$ cat config.mk
export PLATFORM = sky130hd
export DESIGN_NAME = alu8_with_register_file
export DESIGN_NICKNAME = d
export VERILOG_FILES = /design/src/design/alu8rf_pkg.sv /design/src/design/alu8rf_ram.sv /design/src/design/alu8rf_serial_alu.sv /design/src/design/alu8_with_register_file.sv
export SDC_FILE = /design/constraint.sdc
export NUM_CORES = 1
export LEC_CHECK = 0
export BUFFER_PORTS_ARGS = -buffer_cell sky130_fd_sc_hd__buf_2
export CELL_PAD_IN_SITES_DETAIL_PLACEMENT = 1
export CELL_PAD_IN_SITES_GLOBAL_PLACEMENT = 1
export CORE_MARGIN = 3
export CORE_UTILIZATION = 54
export DETAILED_ROUTE_END_ITERATION = 7
export GPL_TIMING_DRIVEN = 0
export PLACE_DENSITY_LB_ADDON = 0.1
export SYNTH_ARGS = -nofsm -noshare
export SYNTH_HDL_FRONTEND = slang
export SYNTH_SLANG_ARGS = --single-unit
$ cat constraint.sdc
create_clock -name clk -period 5.15 [get_ports clk]
set_clock_uncertainty 0.05 [all_clocks]
set_input_delay 0.2575 -clock clk [delete_from_list [all_inputs] [get_ports clk]]
set_output_delay 0.2575 -clock clk [all_outputs]
set_load 0.05 [all_outputs]
$ cat src/design/alu8rf_pkg.sv
// shared types, codes and constants of the 8-bit alu with register file
`default_nettype none
package alu8rf_pkg;

  localparam int BYTE_W      = 8;
  localparam int NUM_REGS    = 6;
  localparam int SIGNED_BASE = 3;
  localparam int REG_AW      = 3;
  localparam int CNT_W       = $clog2(BYTE_W);

  typedef logic [BYTE_W-1:0] byte_t;
  typedef logic [3:0]        op_t;
  typedef logic [1:0]        func_t;
  typedef logic [REG_AW-1:0] reg_idx_t;

  localparam func_t FN_WRITE    = 2'd0;
  localparam func_t FN_READ     = 2'd1;
  localparam func_t FN_EXEC_REG = 2'd2;
  localparam func_t FN_EXEC_IMM = 2'd3;

  localparam op_t OP_ADD  = 4'd0;
  localparam op_t OP_SUB  = 4'd1;
  localparam op_t OP_MUL  = 4'd2;
  localparam op_t OP_DIV  = 4'd3;
  localparam op_t OP_OR   = 4'd4;
  localparam op_t OP_AND  = 4'd5;
  localparam op_t OP_XOR  = 4'd6;
  localparam op_t OP_XNOR = 4'd7;
  localparam op_t OP_NOR  = 4'd8;
  localparam op_t OP_NAND = 4'd9;

  typedef struct packed {
    logic start;
    op_t  op;
    logic sgn_a;
    logic sgn_b;
  } alu_ctl_t;

  typedef struct packed {
    logic busy;
    logic done;
  } alu_sts_t;

endpackage
`default_nettype wire

$ cat src/design/alu8rf_ram.sv
// generic ram with one write port and two registered read ports
`default_nettype none
module alu8rf_ram #(
  parameter int WIDTH = 8,
  parameter int DEPTH = 6
) (
  input  wire logic                     clk,
  input  wire logic                     we,
  input  wire logic [$clog2(DEPTH)-1:0] waddr,
  input  wire logic [WIDTH-1:0]         wdata,
  input  wire logic [$clog2(DEPTH)-1:0] raddr_a,
  output logic      [WIDTH-1:0]         rdata_a,
  input  wire logic [$clog2(DEPTH)-1:0] raddr_b,
  output logic      [WIDTH-1:0]         rdata_b
);

  logic [WIDTH-1:0] mem_r [DEPTH];

  always_ff @(posedge clk) begin
    if (we) begin
      mem_r[waddr] <= wdata;
    end
    rdata_a <= mem_r[raddr_a];
    rdata_b <= mem_r[raddr_b];
  end

endmodule
`default_nettype wire

$ cat src/design/alu8rf_serial_alu.sv
// bit-serial alu: add, sub and logic one bit a cycle, mul and div one step a cycle
`default_nettype none
module alu8rf_serial_alu import alu8rf_pkg::*; (
  input  wire logic     clk,
  input  wire logic     rst_n,
  input  wire alu_ctl_t ctl,
  input  wire byte_t    a,
  input  wire byte_t    b,
  output alu_sts_t      sts,
  output byte_t         result
);

  localparam logic [CNT_W-1:0] LAST = CNT_W'(BYTE_W - 1);

  logic             busy_r, busy_nxt;
  logic             done_r, done_nxt;
  logic [CNT_W-1:0] cnt_r, cnt_nxt;
  op_t              op_r, op_nxt;
  byte_t            a_sh_r, a_sh_nxt;
  byte_t            b_sh_r, b_sh_nxt;
  byte_t            acc_r, acc_nxt;
  byte_t            rem_r, rem_nxt;
  logic             carry_r, carry_nxt;
  logic             neg_r, neg_nxt;

  logic         abit, bbit, sbit, lbit;
  logic         neg_a, neg_b;
  logic [BYTE_W:0] trial, diff;
  logic         ge;

  always_comb begin
    abit  = a_sh_r[0];
    bbit  = b_sh_r[0] ^ (op_r == OP_SUB);
    sbit  = abit ^ bbit ^ carry_r;
    trial = {rem_r, a_sh_r[BYTE_W-1]};
    diff  = trial - {1'b0, b_sh_r};
    ge    = trial >= {1'b0, b_sh_r};
    neg_a = ctl.sgn_a & a[BYTE_W-1];
    neg_b = ctl.sgn_b & b[BYTE_W-1];
    case (op_r)
      OP_ADD, OP_SUB: lbit = sbit;
      OP_OR:          lbit = abit | b_sh_r[0];
      OP_AND:         lbit = abit & b_sh_r[0];
      OP_XOR:         lbit = abit ^ b_sh_r[0];
      OP_XNOR:        lbit = ~(abit ^ b_sh_r[0]);
      OP_NOR:         lbit = ~(abit | b_sh_r[0]);
      OP_NAND:        lbit = ~(abit & b_sh_r[0]);
      default:        lbit = 1'b0;
    endcase
  end

  always_comb begin
    busy_nxt  = busy_r;
    done_nxt  = 1'b0;
    cnt_nxt   = cnt_r;
    op_nxt    = op_r;
    a_sh_nxt  = a_sh_r;
    b_sh_nxt  = b_sh_r;
    acc_nxt   = acc_r;
    rem_nxt   = rem_r;
    carry_nxt = carry_r;
    neg_nxt   = neg_r;
    if (ctl.start) begin
      busy_nxt  = 1'b1;
      cnt_nxt   = '0;
      op_nxt    = ctl.op;
      acc_nxt   = '0;
      rem_nxt   = '0;
      carry_nxt = (ctl.op == OP_SUB);
      neg_nxt   = neg_a ^ neg_b;
      if (ctl.op == OP_DIV) begin
        a_sh_nxt = neg_a ? byte_t'(~a + 1'b1) : a;
        b_sh_nxt = neg_b ? byte_t'(~b + 1'b1) : b;
      end else begin
        a_sh_nxt = a;
        b_sh_nxt = b;
      end
    end else if (busy_r) begin
      cnt_nxt = cnt_r + 1'b1;
      if (cnt_r == LAST) begin
        busy_nxt = 1'b0;
        done_nxt = 1'b1;
      end
      case (op_r)
        OP_MUL: begin
          acc_nxt  = acc_r + (b_sh_r[0] ? a_sh_r : byte_t'(0));
          a_sh_nxt = {a_sh_r[BYTE_W-2:0], 1'b0};
          b_sh_nxt = {1'b0, b_sh_r[BYTE_W-1:1]};
        end
        OP_DIV: begin
          rem_nxt  = ge ? diff[BYTE_W-1:0] : trial[BYTE_W-1:0];
          a_sh_nxt = {a_sh_r[BYTE_W-2:0], ge};
        end
        default: begin
          carry_nxt = (abit & bbit) | (abit & carry_r) | (bbit & carry_r);
          acc_nxt   = {lbit, acc_r[BYTE_W-1:1]};
          a_sh_nxt  = {1'b0, a_sh_r[BYTE_W-1:1]};
          b_sh_nxt  = {1'b0, b_sh_r[BYTE_W-1:1]};
        end
      endcase
    end
  end

  always_ff @(posedge clk) begin
    if (!rst_n) begin
      busy_r <= 1'b0;
      done_r <= 1'b0;
    end else begin
      busy_r <= busy_nxt;
      done_r <= done_nxt;
    end
    cnt_r   <= cnt_nxt;
    op_r    <= op_nxt;
    a_sh_r  <= a_sh_nxt;
    b_sh_r  <= b_sh_nxt;
    acc_r   <= acc_nxt;
    rem_r   <= rem_nxt;
    carry_r <= carry_nxt;
    neg_r   <= neg_nxt;
  end

  assign sts.busy = busy_r;
  assign sts.done = done_r;
  assign result   = (op_r == OP_DIV) ? (neg_r ? byte_t'(~a_sh_r + 1'b1) : a_sh_r) : acc_r;

endmodule
`default_nettype wire

$ cat src/design/alu8_with_register_file.sv
// 8-bit alu with a six-entry register file, top level
//
// input channel (in_valid/in_ready) takes one word per item: func, opcode,
// reg_a, reg_b, value_a, value_b. result channel (out_valid/out_ready)
// gives one word per item: result and error.
// register write: the item goes straight to the done state, then to the output register.
// register read: the registered ram read, then the done state and the output register.
// alu operations: ram read, then the serial alu, one bit or one multiply/divide
// step per cycle, then hand-off to the output register.
// a new item is taken when the previous one has moved into the output register.
// errors (bad opcode, bad register, zero divisor) are known before the
// serial alu starts and give result 0; a write to a bad register goes
// straight from acceptance to the done state.
// reset clears the control state and the per-register valid bits, so all
// six registers read as zero after reset.
// if the receiver stalls, the result word holds in the output register
// and at most one more item is accepted and held until it drains.
`default_nettype none
module alu8_with_register_file import alu8rf_pkg::*; (
  input  wire logic     clk,
  input  wire logic     rst_n,
  input  wire logic     in_valid,
  output logic          in_ready,
  input  wire func_t    in_func,
  input  wire op_t      in_opcode,
  input  wire reg_idx_t in_reg_a,
  input  wire reg_idx_t in_reg_b,
  input  wire byte_t    in_value_a,
  input  wire byte_t    in_value_b,
  output logic          out_valid,
  input  wire logic     out_ready,
  output byte_t         out_result,
  output logic          out_error
);

  localparam logic [1:0] S_IDLE = 2'd0;
  localparam logic [1:0] S_READ = 2'd1;
  localparam logic [1:0] S_RUN  = 2'd2;
  localparam logic [1:0] S_DONE = 2'd3;

  localparam reg_idx_t NREGS = REG_AW'(NUM_REGS);
  localparam reg_idx_t SBASE = REG_AW'(SIGNED_BASE);

  logic [1:0]          state_r, state_nxt;
  func_t               func_r, func_nxt;
  op_t                 op_r, op_nxt;
  reg_idx_t            ra_r, ra_nxt;
  reg_idx_t            rb_r, rb_nxt;
  byte_t               va_r, va_nxt;
  byte_t               vb_r, vb_nxt;
  logic                err_r, err_nxt;
  byte_t               res_r, res_nxt;
  logic [NUM_REGS-1:0] vld_r, vld_nxt;
  logic                out_valid_r, out_valid_nxt;
  byte_t               out_result_r, out_result_nxt;
  logic                out_error_r, out_error_nxt;

  logic     acc;
  logic     bad_a, bad_b, op_bad;
  logic     we;
  byte_t    rdata_a, rdata_b;
  byte_t    opa, opb;
  logic     ok_a, ok_b;
  alu_ctl_t ctl;
  alu_sts_t sts;
  byte_t    alu_result;

  alu8rf_ram #(
    .WIDTH (BYTE_W),
    .DEPTH (NUM_REGS)
  ) u_regs (
    .clk     (clk),
    .we      (we),
    .waddr   (in_reg_a),
    .wdata   (in_value_a),
    .raddr_a (in_reg_a),
    .rdata_a (rdata_a),
    .raddr_b (in_reg_b),
    .rdata_b (rdata_b)
  );

  alu8rf_serial_alu u_alu (
    .clk    (clk),
    .rst_n  (rst_n),
    .ctl    (ctl),
    .a      (opa),
    .b      (opb),
    .sts    (sts),
    .result (alu_result)
  );

  assign in_ready = (state_r == S_IDLE);
  assign acc      = in_valid && in_ready;
  assign bad_a    = in_reg_a >= NREGS;
  assign bad_b    = in_reg_b >= NREGS;
  assign op_bad   = !(in_opcode inside {[OP_ADD:OP_NAND]});
  assign we       = acc && (in_func == FN_WRITE) && !bad_a;

  always_comb begin
    ok_a = (ra_r < NREGS) ? vld_r[ra_r] : 1'b0;
    ok_b = (rb_r < NREGS) ? vld_r[rb_r] : 1'b0;
    if (func_r == FN_EXEC_IMM) begin
      opa = va_r;
      opb = vb_r;
    end else begin
      opa = ok_a ? rdata_a : byte_t'(0);
      opb = ok_b ? rdata_b : byte_t'(0);
    end
    ctl.start = 1'b0;
    ctl.op    = op_r;
    ctl.sgn_a = (func_r == FN_EXEC_REG) && (ra_r >= SBASE);
    ctl.sgn_b = (func_r == FN_EXEC_REG) && (rb_r >= SBASE);
    if (state_r == S_READ && func_r != FN_READ && !err_r
        && !(op_r == OP_DIV && opb == '0)) begin
      ctl.start = 1'b1;
    end
  end

  always_comb begin
    state_nxt      = state_r;
    func_nxt       = func_r;
    op_nxt         = op_r;
    ra_nxt         = ra_r;
    rb_nxt         = rb_r;
    va_nxt         = va_r;
    vb_nxt         = vb_r;
    err_nxt        = err_r;
    res_nxt        = res_r;
    vld_nxt        = vld_r;
    out_valid_nxt  = out_valid_r && !out_ready;
    out_result_nxt = out_result_r;
    out_error_nxt  = out_error_r;
    case (state_r)
      S_IDLE: begin
        if (acc) begin
          func_nxt = in_func;
          op_nxt   = in_opcode;
          ra_nxt   = in_reg_a;
          rb_nxt   = in_reg_b;
          va_nxt   = in_value_a;
          vb_nxt   = in_value_b;
          res_nxt  = '0;
          case (in_func)
            FN_WRITE: begin
              err_nxt   = bad_a;
              state_nxt = S_DONE;
              if (!bad_a) begin
                vld_nxt[in_reg_a] = 1'b1;
              end
            end
            FN_READ: begin
              err_nxt   = bad_a;
              state_nxt = S_READ;
            end
            FN_EXEC_REG: begin
              err_nxt   = bad_a || bad_b || op_bad;
              state_nxt = S_READ;
            end
            default: begin
              err_nxt   = op_bad;
              state_nxt = S_READ;
            end
          endcase
        end
      end
      S_READ: begin
        if (func_r == FN_READ) begin
          res_nxt   = err_r ? byte_t'(0) : opa;
          state_nxt = S_DONE;
        end else if (ctl.start) begin
          state_nxt = S_RUN;
        end else begin
          err_nxt   = 1'b1;
          state_nxt = S_DONE;
        end
      end
      S_RUN: begin
        if (sts.done) begin
          res_nxt   = alu_result;
          state_nxt = S_DONE;
        end
      end
      default: begin
        if (!out_valid_r || out_ready) begin
          out_valid_nxt  = 1'b1;
          out_result_nxt = err_r ? byte_t'(0) : res_r;
          out_error_nxt  = err_r;
          state_nxt      = S_IDLE;
        end
      end
    endcase
  end

  always_ff @(posedge clk) begin
    if (!rst_n) begin
      state_r     <= S_IDLE;
      vld_r       <= '0;
      out_valid_r <= 1'b0;
    end else begin
      state_r     <= state_nxt;
      vld_r       <= vld_nxt;
      out_valid_r <= out_valid_nxt;
    end
    func_r       <= func_nxt;
    op_r         <= op_nxt;
    ra_r         <= ra_nxt;
    rb_r         <= rb_nxt;
    va_r         <= va_nxt;
    vb_r         <= vb_nxt;
    err_r        <= err_nxt;
    res_r        <= res_nxt;
    out_result_r <= out_result_nxt;
    out_error_r  <= out_error_nxt;
  end

  assign out_valid  = out_valid_r;
  assign out_result = out_result_r;
  assign out_error  = out_error_r;

`ifndef SYNTHESIS
  a_done_in_run: assert property (@(posedge clk) disable iff (!rst_n)
    sts.done |-> state_r == S_RUN)
    else $error("serial alu finished outside run state");

  a_idle_not_busy: assert property (@(posedge clk) disable iff (!rst_n)
    state_r == S_IDLE |-> !sts.busy)
    else $error("serial alu busy while idle");

  a_error_zero: assert property (@(posedge clk) disable iff (!rst_n)
    out_valid && out_error |-> out_result == '0)
    else $error("error word with nonzero result");

  a_write_marks: assert property (@(posedge clk) disable iff (!rst_n)
    we |=> vld_r[$past(in_reg_a)])
    else $error("register write did not set valid bit");
`endif

endmodule
`default_nettype wire
-- Word level (Yosys, flattened, before mapping)
Memory sizes are Yosys's and may differ from the RTL's. A register that Yosys moved wholly into a read port is not among the register bits.
Cells that the tools add are included.
- add/subtract/negate cells: 6
- magnitude comparators: 13
- equality and inequality tests: 27
- muxes and demuxes: 57
- bitwise logic cells: 26
- reductions and logical operators: 44
- operator list (kind ; count):
    two-way mux 8 bit ; 21
    one-hot mux 8 bit (2 select lines) ; 2
    adder 8 x 1 -> 8 bit (second input constant) ; 3
    inverter 8 bit ; 3
    one-hot mux 8 bit (3 select lines) ; 1
    two-way mux 1 bit ; 22
    == test 4 x 3 -> 1 bit (second input constant) ; 4
    == test 4 x 2 -> 1 bit (second input constant) ; 3
    logical AND 1 bit ; 12
    less-than comparator 3 x 4 -> 1 bit (second input constant) ; 3
    AND reduction 2 bit ; 6
    AND reduction 4 bit ; 3
    inequality test 2 x 1 -> 1 bit (second input constant) ; 5
    greater-or-equal comparator 9 x 8 -> 1 bit ; 1
    adder 8 bit ; 1
    == test 2 bit (second input constant) ; 4
    == test 4 x 1 -> 1 bit (second input constant) ; 2
    == test 4 bit (second input constant) ; 2
    zero test 8 bit ; 1
    two-way mux 2 bit ; 4
    inverter 1 bit ; 8
    subtractor 8 bit ; 1
    one-hot mux 1 bit (7 select lines) ; 1
    AND 1 bit ; 6
    other kinds (27) ; 54
- flip-flop bits (word level): 98
- bits in writable memories: 48
- bits of input ports: 32
- output and inout port bits: 11
- word-level logic and storage cells: 197
- memories kept: 1
- memory list (name ; depth ; bits a word ; read ports ; clocked after memory_dff ; wr ports ; line ; RTL):
    u_regs.mem_r ; 6 ; 8 ; 2 ; 2 ; 1 ; alu8rf_ram.sv:17 ; logic [WIDTH-1:0] mem_r [DEPTH];

-- Depth between registers and ports, before layout
Gate-level depths: netlist (run 1).
- word-level depth: 13
- mapped depth: 11
- gate-level depth less buffers: 11

-- By module
A second synthesis (run 1) with hierarchy kept.
- cells, all modules: 723
- area, all modules: 8535.7 um^2
- modules (own cells, without submodules) (module ; times used ; cells an instance ; area an instance (um^2) ; sequential area each (um^2)):
    alu8rf_serial_alu ; 1 ; 403 ; 3354.5 ; 1081.0
    alu8rf_ram ; 1 ; 129 ; 2626.3 ; 1761.7
    alu8_with_register_file ; 1 ; 191 ; 2555.0 ; 1561.5

-- Least setup slack after synthesis (run 1)
OpenSTA, ideal clock, no wires.
- path type: reg2reg
- start point: reg func_r[0]
- end point: reg u_alu.b_sh_r[0], enable pin
- setup time: 334 ps
- arrival time: 2438 ps
- data required time: 4766 ps
- path slack: 2327 ps
- cell stages (with the launch flop): 11
- buffers on the path: 4
- period minus slack after synthesis: 2823 ps
- cell sequence: edfxtp_1 and2_1 buf_2 buf_1 buf_1 a22oi_1 ha_1 o311a_1 a31oi_2 buf_4 nand2b_1
- cells in the longest elaborated chain, start to end: 9
- elaborated cells between the ends (all ways): 13
- those cells by class: eq/ne: 3; mux: 2; reduce/logical: 8
- ends and longest elaborated chain (element ; line ; RTL):
    start: declaration ; alu8_with_register_file.sv:45 ; func_t func_r, func_nxt;
    start signal: assignment ; alu8_with_register_file.sv:204 ; func_r <= func_nxt;
    == test 2 bit ; alu8_with_register_file.sv:102 ; if (func_r == FN_EXEC_IMM) begin
    two-way mux 8 bit ; alu8_with_register_file.sv:102 ;
    zero test 8 bit ; alu8_with_register_file.sv:114 ; && !(op_r == OP_DIV && opb == '0)) begin
    logical AND 1 bit ; alu8_with_register_file.sv:114 ;
    zero test 1 bit ; alu8_with_register_file.sv:114 ;
    logical AND 1 bit * ; alu8_with_register_file.sv:114 ;
    two-way mux 1 bit * ; alu8_with_register_file.sv:113 ; if (state_r == S_READ && func_r != FN_READ && !err_r
    inequality test 2 bit (no source line) / nonzero test 2 bit (equally long branches) ; n/a ;
    AND reduction 2 bit (no source line) * ; n/a ;
    end signal: assignment ; alu8rf_serial_alu.sv:115 ; b_sh_r <= b_sh_nxt;
    end: declaration ; alu8rf_serial_alu.sv:20 ; byte_t b_sh_r, b_sh_nxt;
Every way passes the cells marked *; elsewhere a longest branch is shown, timed or not.
A chain may end at the register's enable or synchronous reset.

-- Worst setup path in the final report (run 1)
- start point: reg func_r[1]
- end point: reg u_alu.b_sh_r[7], enable pin
The elaborated chain is that of the path after synthesis.

==> results of run 1 <==
==> kinds of logic (layout without fill, tap and decap cells) <==
| family | after synthesis | after routing | synth area share |
|---|---|---|---|
| DFF | 162 | 162 | 0.532 |
| buffers and inverters | 60 | 156 | 0.0319 |
| and+or+nand+nor | 201 | 201 | 0.123 |
| adders and majority gates | 30 | 30 | 0.0480 |
| AOI/OAI and AO/OA | 176 | 176 | 0.147 |
| muxes | 54 | 54 | 0.0921 |
| xor gates and xnor gates | 25 | 25 | 0.0264 |
==> layout make-up <==
| type | count | area (um^2) | share of cell area |
|---|---|---|---|
| clock buffer | 17 | 425 | 0.0444 |
| inverter | 27 | 101 | 0.0106 |
| tap | 184 | 230 | 0.0241 |
| timing repair buffer | 64 | 433 | 0.0452 |
| clock inverter | 15 | 186 | 0.0195 |
| sequential | 162 | 4400 | 0.460 |
| buffer | 33 | 163 | 0.0170 |
| multi-input combinational | 486 | 3630 | 0.379 |
==> path summary, 6_finish.rpt <==
| kind | to | slack (ns) | startpoint | cells after the start |
|---|---|---|---|---|
| hold reg to reg | u_alu.rem_r[7] | 0.42 | u_alu.rem_r[7] | 2 |
| setup reg to reg | u_alu.b_sh_r[7] | 1.54 | func_r[1] | 10 |
| hold / removal | u_regs.mem_r[2][4] | 0.03 | in_value_a[4] | 1 |
| setup / recovery | u_alu.b_sh_r[7] | 1.54 | func_r[1] | 10 |
==> sequential cells by signal (all words and copies together) (netlist names), 2 cells and up <==
register,count
u_regs.mem_r,48
out_result,8
res_r,8
u_alu.a_sh_r,8
u_alu.acc_r,8
u_alu.b_sh_r,8
u_alu.rem_r,8
u_regs.rdata_a,8
u_regs.rdata_b,8
va_r,8
vb_r,8
vld_r,6
op_r,4
u_alu.op_r,4
ra_r,3
rb_r,3
u_alu.cnt_r,3
func_r,2
state_r,2
==> power by group through the flow <==
stage	combinational, uW	sequential [uW]	clock [uW]
floorplan	940	1840	0
global placement	1200	1870	0
detailed placement	1280	1890	0
CTS	1320	1870	1290
global route	1460	1900	1340
finish	1320	1870	1280
==> per-layer routing <==
layer / track usage / vias to the layer above
li1: - / 2825
met1: 0.341 / 3095
met2: 0.522 / 167
met3: 0.0467 / 61
met4: 0.136 / 0
met5: 0 / -
==> layout by cell type (no fill, tap or decap), types with 17 or more instances in the layout <==
cell	count
mux2_2	18
inv_1	26
nor2b_1	27
mux2i_1	20
nand2_1	43
edfxtp_1	116
dfxtp_1	46
nor2_1	56
o21ai_0	27
dlygate4sd3_1	20
a21oi_1	39
ha_1	27
clkbuf_16	17
buf_2	49
==> Yosys cell counts (all sizes together) (3+ instances only) <==
library cell,instances,share of area
o221ai,5,0.0053
nor3,19,0.013
inv,26,0.012
buf,20,0.014
nand2b,12,0.0091
o22ai,7,0.0053
nor2b,27,0.020
edfxtp,116,0.42
mux4,16,0.043
o21bai,4,0.0036
nor4,4,0.0030
or3,4,0.0030
ha,27,0.041
o21ai,33,0.021
nor2,57,0.027
a21oi,39,0.024
xnor2,16,0.017
nand3,5,0.0030
o211ai,3,0.0027
o31a,3,0.0032
fa,3,0.0072
o21a,16,0.014
nand2,43,0.019
a21o,5,0.0045
mux2,18,0.024
a211oi,20,0.021
clkbuf,13,0.0059
xor2,9,0.0095
a22oi,17,0.016
o31ai,3,0.0027
dfxtp,46,0.11
mux2i,20,0.024
and2,14,0.011
nand4,3,0.0023
a311oi,4,0.0042
==> stage by stage <==
stage | setup slack (ns) | area [um^2] | total power, uW | hold slack (ns)
floorplan | 2.33 | 8290 | 2780 | 0.306
global placement | 1.64 | 8730 | 3070 | 0.384
detailed placement | 1.59 | 8760 | 3180 | 0.386
CTS | 1.55 | 9570 | 4480 | 0.0140
global route | 1.28 | 9570 | 4700 | 0.0321
finish | 1.54 | 9570 | 4470 | 0.0322
==> out/metrics.csv, run 1 <==
metric,value,unit
largest net degree at the start of global routing,29,
Slew HR,0.178,
final hold vios,0,
Setup TNS Final,0,ns
mean post-synth cell area,11.7,um^2
Post-CTS Repair Setup Buffers,0,
met1 wire length,9.34,mm
Main synth FF type,edfxtp_1,
Final Max Slew Viols,0,
"Warnings, synthesis",0,
Sw Pwr,1620,uW
fraction of registers with async set/reset,0,
Placed Cells,936,
die width,130,um
CTS tree,yes,
H-Tree Level Count,4,
DRC,0,
"EDFF count, synth",116,
biggest cell delay along the critical path,0.46,ns
wire length after detailed routing,23.3,mm
Worst setup SP type,register,
Worst-Margin Slew,1.23,ns
Critical Path AT,3.65,ns
Netlist cell types,70,
maximum vdd ir drop,0.000314,V
CP Capture Type,register,
I/O pins,43,
Mapped Area,8290,um^2
Crit Path Category,register to register,
Leak Pwr,0.00348,uW
first-pass GRT wire length,36.9,mm
crit-path max FO,10,
DRT iter0 DRCs,420,
cts hold-fix bufs,20,
Sw Share,0.362,
share of cells above drive strength 1,0.173,
WP buf/inv,4,
HPWL Detailed,16.4,mm
# fillers,1520,
Hold Path Class,primary input to register,
Core Area,14800,um^2
Clk network pwr share,0.286,
area delta synth->final,15.5,%
WP data required,5.19,ns
Max-Cap Viols,0,
drt pass-1 iters,5,
upper clock frequency limit,277,MHz
unrepaired setup endpoints after global routing,no,
post_cts resized,0,
clk slew on worst S/H paths,0.07,ns
Initial Util,0.562,
fin crit share,0.701,
top layer in use,met4,
outcome,"complete, no violations",
DR WL met2,12.2,mm
Vias,6148,
CP top delay family,buffers and inverters,
initial antenna violation count,0,
Num CTS Buffers,17,
Die Span Y,130,um
die area,16900,um^2
Post-Layout Cell Count,988,
vias in the first global route,6649,
count of final setup violators,0,
P_int,2850,uW
crit-path cells,"and2_1, buf_2, buf_1, buf_1, a22oi_1, ha_1, o311a_1, a31oi_2, buf_4, nand2b_1",
Max clock buf depth,2,
Flop pwr share,0.418,
#FFs+latches synth,162,
worst skew pair latency,0.44,ns
CP most frequent cell,buf_1,
nets,853,
"Net Count, Synth",770,
ant diodes,0,
post-route ant nets,0,
port buffer count,42,
sequential share of the synthesized area,0.532,
Num Clock Sinks,162,
routed wl met3,798,um
fin crit period,3.61,ns
GRT Overall Usage,0.291,
DR WL/cell,23.5,um
"Core Util, Final",0.649,
PwrDens,467,nW/um^2
DR vias/cell,6.22,
Gate Count Post-Synth,708,
Overflow after GRT,0,
Rows,44,
Root Driver,clkbuf_16,
CP max stage cell,edfxtp_1,
combinational fraction of design power,0.296,
GPL Wtd Cong,0.861,
No activity file was read; power rests on OpenSTA's default activity.
==> run 2: changes to the inputs <==
ABC_AREA = 1   (was not set)
CORE_UTILIZATION = 43   (was 54)
clock period = 3.03 ns   (was 5.15 ns; I/O delays follow)
==> run 2 against run 1 <==
Synthesized cell count is 29% higher. Fmax is 30% higher. Cell count is 26% higher. Sequential power is 67% higher. Die area is 24% higher. Critical endpoint is now err_r. Hold slack worse by 0.0080 ns.
==> out/metrics.csv, run 2 <==
metric,value,unit,change
R2R depth,14,,was 10
ant diodes,0,,unchanged
DR vias/cell,5.21,,was 6.22
wire length after detailed routing,21.5,mm,was 23.3 mm
Leak Pwr,0.00394,uW,was 0.00348 uW
r2r endpoint,err_r,,was u_alu.b_sh_r[7]
Worst setup startpoint,rb_r[0],,was func_r[1]
largest net degree at the start of global routing,29,,unchanged
nets,1066,,was 853
DR WL/cell,17.3,um,was 23.5 um
Critical Path AT,2.85,ns,was 3.65 ns
# fillers,2162,,was 1520
mean post-synth cell area,8.99,um^2,was 11.7 um^2
Post-CTS Repair Setup Buffers,0,,unchanged
"area leader, netlist",edfxtp_1,,unchanged
Rows,49,,was 44
H-Tree Level Count,4,,unchanged
M3 GR Usage,0.0284,,was 0.0467
Die Span Y,144,um,was 130 um
worst setup path endpoint,err_r,,was u_alu.b_sh_r[7]
post-route ant nets,0,,unchanged
Core Area,18400,um^2,was 14800 um^2
count of final setup violators,0,,unchanged
vias in the first global route,6780,,was 6649
Mapped Area,8240,um^2,was 8290 um^2
drt pass-1 iters,4,,was 5
"most common cell after layout, fill and taps aside",nand2_1,,was edfxtp_1
"Net Count, Synth",978,,was 770
clk slew on worst S/H paths,0.06,ns,was 0.07 ns
Netlist cell types,45,,was 70
"Warnings, synthesis",0,,unchanged
Top reg by flops,u_regs.mem_r,,unchanged
ranking of synthesized cells by area,"edfxtp_1, dfxtp_1, nand2_1",,"was edfxtp_1, dfxtp_1, mux4_2"
"Power, Total",7740,uW,was 4470 uW
GPL Wtd Cong,0.805,,was 0.861
Slew HR,0.257,,was 0.178
upper clock frequency limit,360,MHz,was 277 MHz
fin crit period,2.78,ns,was 3.61 ns
Max clock buf depth,2,,unchanged
Num CTS Buffers,17,,unchanged
final hold vios,0,,unchanged
"count leader, synth",nand2_1,,was edfxtp_1
maximum vdd ir drop,0.000424,V,was 0.000314 V
Main synth FF type,edfxtp_1,,unchanged
"top cells by count, synth","nand2_1, inv_1, edfxtp_1, nor2_1, o21ai_0",,"was edfxtp_1, nor2_1, dfxtp_1, nand2_1, a21oi_1"
"commonest non-fill, non-tap cells in the layout","nand2_1, inv_1, edfxtp_1",,"was edfxtp_1, nor2_1, buf_2"
unrepaired setup endpoints after global routing,no,,unchanged
I/O pins,43,,unchanged
die width,144,um,was 130 um
worst skew pair latency,0.42,ns,was 0.44 ns
hold_ws,0.0242,ns,was 0.0322 ns
Gate Count Post-Synth,916,,was 708
Final Max Slew Viols,0,,unchanged
Vias,6487,,was 6148
Root Driver,clkbuf_16,,unchanged
area delta synth->final,17.2,%,was 15.5%
Hold Path Class,primary input to register,,unchanged
Max-Cap Viols,0,,unchanged
DRC,0,,unchanged
port buffer count,42,,unchanged
max reg flops,48,,unchanged
Crit Path Category,register to register,,unchanged
share of cells above drive strength 1,0.102,,was 0.173
initial antenna violation count,0,,unchanged
"EDFF count, synth",116,,unchanged
Worst-Margin Slew,1.11,ns,was 1.23 ns
#FFs+latches synth,162,,unchanged
Placed Area,8740,um^2,was 8760 um^2
R2R Setup Slk,0.25,ns,was 1.54 ns
GRT Overall Usage,0.220,,was 0.291
crit-path max FO,10,,unchanged
CP Capture Type,register,,unchanged
CTS tree,yes,,unchanged
fin crit share,0.917,,was 0.701
outcome,"complete, no violations",,unchanged
die area,20900,um^2,was 16900 um^2
grt met1 use,0.267,,was 0.341
beginning of the worst register-to-register path,rb_r[0],,was func_r[1]
fraction of registers with async set/reset,0,,unchanged
sequential share of the synthesized area,0.535,,was 0.532
Initial Util,0.448,,was 0.562
busiest grt layer,met2,,unchanged
GR Util met2,0.410,,was 0.522
HPWL Detailed,16.3,mm,was 16.4 mm
Num Clock Sinks,162,,unchanged
DRT iter0 DRCs,374,,was 420
Worst setup SP type,register,,unchanged
Overflow after GRT,0,,unchanged
WP data required,3.11,ns,was 5.19 ns
"Design Area, Final",9650,um^2,was 9570 um^2
top cell type's share of synthesized area,0.423,,was 0.420
PwrDens,802,nW/um^2,was 467 nW/um^2
first-pass GRT wire length,35.8,mm,was 36.9 mm
## run 2: cell families after synthesis
| family | Yosys count | share of synthesized area |
|---|---|---|
| adder cells (fa/ha/maj) | 30 | 0.0483 |
| AO/OA/AOI/OAI | 222 | 0.150 |
| buffers and inverters | 153 | 0.0744 |
| XOR/XNOR | 19 | 0.0202 |
| flip-flops | 162 | 0.535 |
| AND/OR/NAND/NOR | 330 | 0.172 |
## run 2: stage by stage
step / setup slack, ns / cells / util / setup TNS, ns
5_1_grt: 0.00191 / 1246 / 0.525 / 0
2_1_floorplan: 0.689 / 916 / - / 0
4_1_cts: 0.0598 / 1246 / 0.523 / 0
6_report: 0.250 / 1246 / 0.525 / 0
3_3_place_gp: 0.0143 / 1187 / 0.475 / 0
3_5_place_dp: -0.0138 / 1187 / 0.475 / -0.179
## run 2: routing by layer
layer	up-vias	wire length, um	share of wire
met5	-	0	0
li1	3290	-	-
met1	3120	9400	0.44
met3	17	433	0.020
met2	60	11500	0.53
met4	0	212	0.0098
## run 2: what timing repair did
item                                    in CTS  in global routing
resized for setup                            2                  6
endpoints found under the setup margin      16                 45
hold endpoints to repair                    74                  0
hold buffers                                27                  0
## run 2: report_power, final
| group | leakage (uW) | internal (uW) | total [uW] | switching (uW) |
|---|---|---|---|---|
| registers | 0.00146 | 2870 | 3120 | 259 |
| logic | 0.00219 | 799 | 2360 | 1560 |
| clock network | 0.000295 | 1380 | 2260 | 880 |
## run 2: worst min path at each step
stage                  start           end  slack [ns]  cells after the start
4_1_cts                rst_n  u_alu.done_r        0.02                      3
6_report               rst_n  u_alu.done_r        0.02                      3
3_5_place_dp   in_value_b[4]       vb_r[4]        0.28                      1
2_1_floorplan     in_func[0]     func_r[0]        0.20                      0
3_3_place_gp    in_opcode[0]       op_r[0]        0.28                      1
5_1_grt                rst_n  u_alu.done_r        0.03                      3
## run 2: cell type report
class / count / area (um^2) / area share
Inverter: 135 / 509 / 0.0528
Buffer: 18 / 108 / 0.0111
Clock buffer: 19 / 433 / 0.0448
Clock inverter: 13 / 184 / 0.0191
Tap cell: 229 / 287 / 0.0297
Multi-Input combinational cell: 601 / 3250 / 0.336
Sequential cell: 162 / 4400 / 0.456
Timing Repair Buffer: 69 / 480 / 0.0498
## run 2: worst max-delay path, cell delays in order, from the launching register on
cell	delay (ns)
edfxtp_1	0.46
or2_1	0.25
nand3_2	0.09
nand2_4	0.10
nand4_1	0.09
o21ai_0	0.14
inv_1	0.11
ha_1	0.17
inv_1	0.05
nor2_2	0.18
nand4_2	0.19
nand2_8	0.17
inv_4	0.08
buf_6	0.15
nor3b_2	0.17
==> run 3: changes to the inputs <==
CORE_ASPECT_RATIO = 0.7   (was not set)
TNS_END_PERCENT = 100   (was not set)
==> run 3 against run 2 <==
Sequential share of layout area is essentially flat. Highest routed layer unchanged. Sequential power about the same. Clock power down 8%. Combinational power increased by 7%. Critical endpoint unchanged. Largest cell class unchanged. Non-clock buffer count increased by 7. Via count increased by 6.6%. Critical path depth is 1 higher. Count of clock-buffer cells in the layout increased by 3.
==> out/metrics.csv, run 3 (synthesis results as in run 2) <==
metric,value,unit,change
biggest cell delay along the critical path,0.48,ns,was 0.46 ns
Leak Pwr,0.00395,uW,was 0.00394 uW
CTS tree,yes,,unchanged
Initial Util,0.447,,was 0.448
DRT iter0 DRCs,544,,was 374
Critical Path AT,2.86,ns,was 2.85 ns
unrepaired setup endpoints after global routing,no,,unchanged
port buffer count,42,,unchanged
GPL Wtd Cong,0.806,,was 0.805
max reg flops,48,,unchanged
count of final setup violators,0,,unchanged
Root Driver,clkbuf_16,,unchanged
H-Tree Level Count,4,,unchanged
Max clock buf depth,2,,unchanged
upper clock frequency limit,361,MHz,was 360 MHz
Top reg by flops,u_regs.mem_r,,unchanged
Num CTS Buffers,17,,unchanged
largest net degree at the start of global routing,29,,unchanged
drt pass-1 iters,5,,was 4
ant diodes,0,,unchanged
maximum vdd ir drop,0.000391,V,was 0.000424 V
Overflow after GRT,0,,unchanged
DR WL/cell,19.3,um,was 17.3 um
final hold vios,0,,unchanged
PwrDens,798,nW/um^2,was 802 nW/um^2
crit-path max FO,10,,unchanged
area delta synth->final,17.3,%,was 17.2%
wire length after detailed routing,24.3,mm,was 21.5 mm
Worst-Margin Slew,1.27,ns,was 1.11 ns
DR vias/cell,5.49,,was 5.21
Die Span Y,122,um,was 144 um
CP Capture Type,register,,unchanged
clk slew on worst S/H paths,0.07,ns,was 0.06 ns
CP max stage cell,edfxtp_1,,unchanged
Num Clock Sinks,162,,unchanged
Crit Path Category,register to register,,unchanged
Worst setup SP type,register,,unchanged
GRT Overall Usage,0.246,,was 0.220
share of cells above drive strength 1,0.106,,was 0.102
outcome,"complete, no violations",,unchanged
post-route ant nets,0,,unchanged
"most common cell after layout, fill and taps aside",nand2_1,,unchanged
initial antenna violation count,0,,unchanged
Final Max Slew Viols,0,,unchanged
I/O pins,43,,unchanged
crit-path cells,"inv_1, nand2_1, nand3_1, nand3_4, nand4_1, o21ai_0, inv_1, ha_1, inv_1, nor2_2, nand4_2, nand2_4, inv_4, buf_6, nor3b_2",,"was or2_1, nand3_2, nand2_4, nand4_1, o21ai_0, inv_1, ha_1, inv_1, nor2_2, nand4_2, nand2_8, inv_4, buf_6, nor3b_2"
WP data required,3.12,ns,was 3.11 ns
CP most frequent cell,inv_1,,unchanged
Setup WS pre-CTS,-0.0731,ns,was -0.0138 ns
die width,171,um,was 144 um
Slew HR,0.153,,was 0.257
Max-Cap Viols,0,,unchanged
final worst slack,0.258,ns,was 0.250 ns
HPWL Detailed,17.9,mm,was 16.3 mm
nets,1073,,was 1066
DRC,0,,unchanged
"Core Util, Final",0.525,,about the same
fin crit share,0.915,,was 0.917
fin crit period,2.77,ns,was 2.78 ns
Core Area,18400,um^2,about the same
Hold Path Class,primary input to register,,unchanged
vias in the first global route,6984,,was 6780
"commonest non-fill, non-tap cells in the layout","nand2_1, inv_1, edfxtp_1",,unchanged
Vias,6914,,was 6487
first-pass GRT wire length,38.9,mm,was 35.8 mm
Rows,41,,was 49
worst skew pair latency,0.44,ns,was 0.42 ns
die area,20900,um^2,about the same
-- run 3: power breakdown --
part | leakage [uW] | internal (uW) | switching (uW) | total, uW
Clock | 0.000273 | 1150 | 924 | 2070
Sequential | 0.00146 | 2870 | 249 | 3120
Combinational | 0.00222 | 834 | 1690 | 2520
Total | 0.00395 | 4850 | 2860 | 7710
-- run 3: metal layers --
layer	vias to the layer above	part of all wire	GRT usage
met2	171	0.41	0.349
met4	0	0.0094	0.0523
met3	18	0.048	0.0461
met5	-	0	0
met1	3423	0.53	0.388
li1	3302	-	-
-- run 3: area by class of cell --
class	count	area, um^2
sequential	162	4400
multi-input combinational	601	3240
tap	236	295
inverter	135	509
buffer	18	110
clock inverter	10	70.1
fill	2122	8750
clock buffer	22	485
timing repair buffer	76	548
-- run 3: what timing repair did --
action | 4_1_cts | 5_1_grt
hold buffers | 28 | 0
resized for setup | 1 | 6
endpoints found under the hold margin | 76 | 0
cloned | 0 | 0
endpoints found under the setup margin | 8 | 37
setup buffers | 0 | 6
-- run 3: worst max-delay path, delay by kind of cell, from the launching register on --
family                     cells  cell delay (ns)
AOI/OAI and AO/OA              1             0.13
adders and majority gates      1             0.16
buffers and inverters          5             0.50
DFF                            1             0.48
and+or+nand+nor                8             1.16
-- run 3: path summary, 6_finish.rpt --
kind | from | to | slack [ns] | depth (start not counted)
setup reg to reg | rb_r[0] | err_r | 0.26 | 15
setup / recovery | rb_r[0] | err_r | 0.26 | 15
hold / removal | in_reg_b[1] | rb_r[1] | 0.04 | 1
hold reg to reg | op_r[2] | u_alu.op_r[2] | 0.41 | 0
-- run 3: metrics by stage --
stage                     cell area, um^2  total power (uW)  std cells  hold slack, ns  TNS, ns
after floorplan                      8240              4810        916           0.200        0
after global placement               8740              5470       1194           0.279  -0.0401
after detailed placement             8740              5530       1194           0.283   -0.582
after CTS                            9580              7670       1254          0.0216        0
after global routing                 9660              8220       1260          0.0284        0
final                                9660              7710       1260          0.0449        0
